[src/rtl/core/ranm_pkg.sv]
// ----------------------------------------------------------------------------
// ranm_pkg
// shared constants of the rational add/multiply/normalize unit
// ----------------------------------------------------------------------------
package ranm_pkg;

    localparam int OPERAND_BITS_DEF = 16;
    localparam int RES_NUM_W = 32;
    localparam int RES_DEN_W = 30;
    localparam int ACT_W = 2;

    localparam logic [ACT_W-1:0] ACT_ADD = 2'd0;
    localparam logic [ACT_W-1:0] ACT_MUL = 2'd1;
    localparam logic [ACT_W-1:0] ACT_CMP = 2'd2;
    localparam logic [ACT_W-1:0] ACT_RSV = 2'd3;

    // sequencer steps shared by controller and datapath
    localparam logic [3:0] S_LOAD = 4'd0;
    localparam logic [3:0] S_GCD1 = 4'd1;
    localparam logic [3:0] S_LCD  = 4'd2;
    localparam logic [3:0] S_Q1   = 4'd3;
    localparam logic [3:0] S_Q2   = 4'd4;
    localparam logic [3:0] S_P1   = 4'd5;
    localparam logic [3:0] S_P2   = 4'd6;
    localparam logic [3:0] S_SUM  = 4'd7;
    localparam logic [3:0] S_MULN = 4'd8;
    localparam logic [3:0] S_MULD = 4'd9;
    localparam logic [3:0] S_SIGN = 4'd10;
    localparam logic [3:0] S_GCD2 = 4'd11;
    localparam logic [3:0] S_DN   = 4'd12;
    localparam logic [3:0] S_DD   = 4'd13;
    localparam logic [3:0] S_FIN  = 4'd14;
    localparam logic [3:0] S_IDLE = 4'd15;

endpackage

[src/rtl/core/ranm_ctrl.sv]
// ----------------------------------------------------------------------------
// ranm_ctrl
// sequencer stepping the datapath through add, multiply or compare
// ----------------------------------------------------------------------------
module ranm_ctrl (
    input  logic                       i_clk,
    input  logic                       i_rst_n,
    input  logic                       i_in_valid,
    output logic                       o_in_ready,
    input  logic [ranm_pkg::ACT_W-1:0] i_action,
    input  logic                       i_step_done,
    input  logic                       i_zero,
    output logic [3:0]                 o_step,
    output logic                       o_step_go,
    output logic                       o_finish,
    output logic                       o_zero_res,
    input  logic                       i_out_free
);
    logic [3:0] r_step;
    logic       r_wait;
    logic [1:0] r_act;
    logic       r_zero;

    assign o_in_ready = (r_step == ranm_pkg::S_IDLE) && i_out_free;
    assign o_step     = r_step;
    assign o_step_go  = (r_step != ranm_pkg::S_IDLE) && (r_step != ranm_pkg::S_FIN) && !r_wait;
    assign o_finish   = (r_step == ranm_pkg::S_FIN);
    assign o_zero_res = r_zero;

    always_ff @(posedge i_clk) begin
        if (!i_rst_n) begin
            r_step <= ranm_pkg::S_IDLE;
            r_wait <= 1'b0;
            r_act  <= '0;
            r_zero <= 1'b0;
        end else if (r_step == ranm_pkg::S_IDLE) begin
            if (i_in_valid && o_in_ready) begin
                r_act  <= i_action;
                r_zero <= 1'b0;
                r_step <= ranm_pkg::S_LOAD;
            end
        end else if (r_step == ranm_pkg::S_FIN) begin
            r_step <= ranm_pkg::S_IDLE;
        end else if (!r_wait) begin
            r_wait <= 1'b1;
        end else if (i_step_done) begin
            r_wait <= 1'b0;
            unique case (r_step)
                ranm_pkg::S_LOAD: begin
                    if (r_act == ranm_pkg::ACT_ADD) r_step <= ranm_pkg::S_GCD1;
                    else if (r_act == ranm_pkg::ACT_MUL) r_step <= ranm_pkg::S_MULN;
                    else r_step <= ranm_pkg::S_FIN;
                end
                ranm_pkg::S_GCD1: r_step <= ranm_pkg::S_LCD;
                ranm_pkg::S_LCD:  r_step <= ranm_pkg::S_Q1;
                ranm_pkg::S_Q1:   r_step <= ranm_pkg::S_Q2;
                ranm_pkg::S_Q2:   r_step <= ranm_pkg::S_P1;
                ranm_pkg::S_P1:   r_step <= ranm_pkg::S_P2;
                ranm_pkg::S_P2:   r_step <= ranm_pkg::S_SUM;
                ranm_pkg::S_SUM:  r_step <= ranm_pkg::S_SIGN;
                ranm_pkg::S_MULN: r_step <= ranm_pkg::S_MULD;
                ranm_pkg::S_MULD: r_step <= ranm_pkg::S_SIGN;
                ranm_pkg::S_SIGN: begin
                    if (i_zero) begin
                        r_zero <= 1'b1;
                        r_step <= ranm_pkg::S_FIN;
                    end else r_step <= ranm_pkg::S_GCD2;
                end
                ranm_pkg::S_GCD2: r_step <= ranm_pkg::S_DN;
                ranm_pkg::S_DN:   r_step <= ranm_pkg::S_DD;
                ranm_pkg::S_DD:   r_step <= ranm_pkg::S_FIN;
                default: r_step <= ranm_pkg::S_IDLE;
            endcase
        end
    end
endmodule

[config.mk]
export PLATFORM = sky130hd
export DESIGN_NAME = ranm_ctrl
export DESIGN_NICKNAME = d
export VERILOG_FILES = /design/src/rtl/core/ranm_pkg.sv /design/src/rtl/core/ranm_ctrl.sv
export SDC_FILE = /design/constraint.sdc
export NUM_CORES = 1
export LEC_CHECK = 0
export BUFFER_PORTS_ARGS = -buffer_cell sky130_fd_sc_hd__buf_2
export CAP_MARGIN = 20
export CORE_AREA = 2 2 39 41
export CTS_BUF_LIST = sky130_fd_sc_hd__clkbuf_16
export CTS_CLUSTER_DIAMETER = 50
export CTS_CLUSTER_SIZE = 25
export DETAILED_ROUTE_END_ITERATION = 12
export DIE_AREA = 0 0 41 43
export SLEW_MARGIN = 0
export SYNTH_ARGS = -nofsm -noshare
export SYNTH_HDL_FRONTEND = slang
export SYNTH_SLANG_ARGS = --single-unit
[constraint.sdc]
create_clock -name i_clk -period 1.7 [get_ports i_clk]
set_clock_uncertainty 0.1 [all_clocks]
set_input_delay 0.425 -clock i_clk [delete_from_list [all_inputs] [get_ports i_clk]]
set_output_delay 0.425 -clock i_clk [all_outputs]
set_load 0.01 [all_outputs]
==> results by group <==
Run status
  – Status: finished clean

Final layout
  – Layout area overhead: 39.0%
  – FF/Latch Area: 166 um2
  – Filler cells: 135
  – Multi-input gate area: 295 um2
  – Non-Filler Instances: 92
  – Layout cells sized above 1: 39.5%
  – Final nets: 86
  – Antenna Cells: 0

Placed design
  – Inst Count DP: 89
  – DP Wirelength: 845 um
  – Routability Congestion: 0.762
  – PortBufs: 15

Synth
  – Yosys reg bits: 8
  – Syn Inst Count: 58
  – Post-synthesis async set-or-reset flop share: 0%
  – Sequential area share after synthesis: 33.2%
  – Syn nets: 66
  – Post-Syn Area per Cell: 8.31 um2
  – Top-area cell type share of the netlist area: 33.2%
  – Post-synth top area cell: dfxtp_1
  – Commonest cells in the netlist: dfxtp_1 (8), nor2_1 (8), nand2_1 (4), o21ai_0 (4)
  – Yosys warns: 0
  – Cell Area, Synth: 482 um2
  – Area contributors post-synth: dfxtp_1 (33%), mux2i_1 (6.2%), nor2_1 (6.2%)
  – Number of distinct library cells after synthesis: 31
  – Post-synth EDFFs: 0
  – Commonest register cell after synthesis: dfxtp_1

Clock tree
  – Clock transition at path regs: 0.04 ns
  – CTS Hold Buffers Added: 0
  – Clock root buffer: clkbuf_16
  – Clk sink count: 8
  – Max clock buf depth: 2
  – CTS tree: yes
  – Clk_lat worst skew: 0.23 ns
  – CTS Buf Count: 3
  – Htree depth: 1

Die
  – Die area: 1760 um2
  – Starting Density: 34.8%
  – Top Ports: 16
  – Die height: 43 um
  – Rows: 14
  – Core area: 1380 um2
  – Chip width: 41 um

Drt
  – DRC Markers: 0
  – Final WL: 1.20 mm
  – DRT iter0 DRCs: 10
  – Final antenna-violating net count: 0
  – Routed len/inst: 13.1 um
  – DRT Pass-1 Iters: 4
  – Vias per cell: 5.22
  – Vias: 480

Timing
  – Final Max Slew Viols: 0
  – Setup TNS: 0 ns
  – Slew headroom: 75.6%
  – Count of final setup violators: 0
  – RSZ-0062 raised after global routing: no
  – Worst Max-Slew Pin Slew: 0.356 ns
  – Period utilization: 97.7%
  – Post-layout min period: 1.66 ns
  – Fmax: 0.602 GHz
  – Endpoints failing hold: 0

Critical path
  – Worst path bufs/invs: 1
  – Crit-path cells: and3_4 > and3_2 > buf_2
  – Delay-heaviest family, CP: flip-flops
  – CP Capture Type: output port
  – Type of origin of the critical path: flip-flop
  – Critical path required time: 1.17 ns
  – Slowest stage cell, crit path: dfxtp_4
  – Max incr delay on CP: 0.39 ns
  – Arrival time of the worst setup path: 1.14 ns
  – Crit Path Max Fanout: 9
  – Crit path kind: flip-flop to output port

GRT
  – Largest net degree at the start of global routing: 17
  – Gr usage total: 15.5%
  – Initial antenna violation count: 0
  – Number of global-route vias before repair: 432
  – Global route overflow: 0
  – First-pass GRT wire length: 1.87 mm

Run
  – Max-cap violations: 0

Power
  – Peak VDD IR: 1.02 mV
  – Pleak: 0.303 nW
  – Total power: 0.00145 W
  – Pwr dens: 2160 nW/um2

Min path
  – HP Class: input port to flip-flop
[flip-flops by register name, indices dropped and copies added, names as in the netlist]
signal      cells
o_zero_res      1
o_step          4
r_wait          1
r_act           2
[worst paths after layout]
check	slack [ns]	cells after the start	startpoint	end
worst max-delay path	0.04	3	o_step[2]	o_in_ready
worst max register to register	0.23	3	o_step[2]	o_step[2]
worst min register to register	0.39	2	r_act[0]	r_act[0]
worst min-delay path	0.28	2	i_rst_n	o_step[3]
[placed cells by master (no fill, tap or decap), types with 2 or more instances in the layout]
cell type  synthesis  final
a21oi_1            2      2
o21ai_0            4      4
buf_4              1      3
clkbuf_16          0      3
nor2_1             8      8
dfxtp_2            0      2
nand3_1            3      2
nand2_1            4      4
buf_2              1     15
dfxtp_1            8      5
nand3b_1           2      2
nor3b_1            2      2
mux2i_1            3      3
[kinds of logic after synthesis]
family	share of synthesized area (%)
AOI/OAI and AO/OA	19.0
buffers and inverters	6.49
DFF	33.2
muxes	9.35
and+or+nand+nor	31.9
[stage by stage]
stage / util, % / hold slack (ns) / setup WS (ns) / area (um2)
6_report: 48.4 / 0.283 / 0.0397 / 669
4_1_cts: 47.8 / 0.282 / 0.0112 / 662
3_5_place_dp: 41.9 / 0.392 / 0.113 / 579
2_1_floorplan: - / 0.364 / 0.156 / 482
5_1_grt: 48.4 / 0.286 / 0.0158 / 669
3_3_place_gp: 41.9 / 0.380 / 0.152 / 579
[layout make-up]
cell class / count / area share (%)
multi-input cells: 45 / 44.1
inverters: 1 / 0.561
repair buffers: 19 / 16.3
clock buffers: 3 / 11.2
flip-flops and latches: 8 / 24.9
well taps: 16 / 2.99
[worst reg2reg max path, stage by stage, from the launching register on]
cell,delay [ns]
dfxtp_4,0.39
and3_4,0.22
mux2_4,0.31
a221o_1,0.33
[timing repair]
action	CTS	global route
setup buffers	0	0
pin swaps	0	0
gates resized for setup	3	3
setup endpoints to repair	2	2
[power by group]
group	total, W	switching, W	internal (W)	leakage [nW]
logic	0.000680	0.000331	0.000349	0.201
clock network	0.000393	0.0000903	0.000303	0.0370
registers	0.000373	0.000110	0.000263	0.0652
total	0.00145	0.000532	0.000915	0.303
[routing by layer]
metal / routed length [um] / vias up / GRT usage, %
met3: 43 / 2 / 3.14
met1: 634 / 213 / 21.9
li1: - / 250 / -
met4: 5 / 0 / 8.00
met5: 0 / - / 0
met2: 518 / 15 / 21.6
No activity file was read; power rests on OpenSTA's default activity.
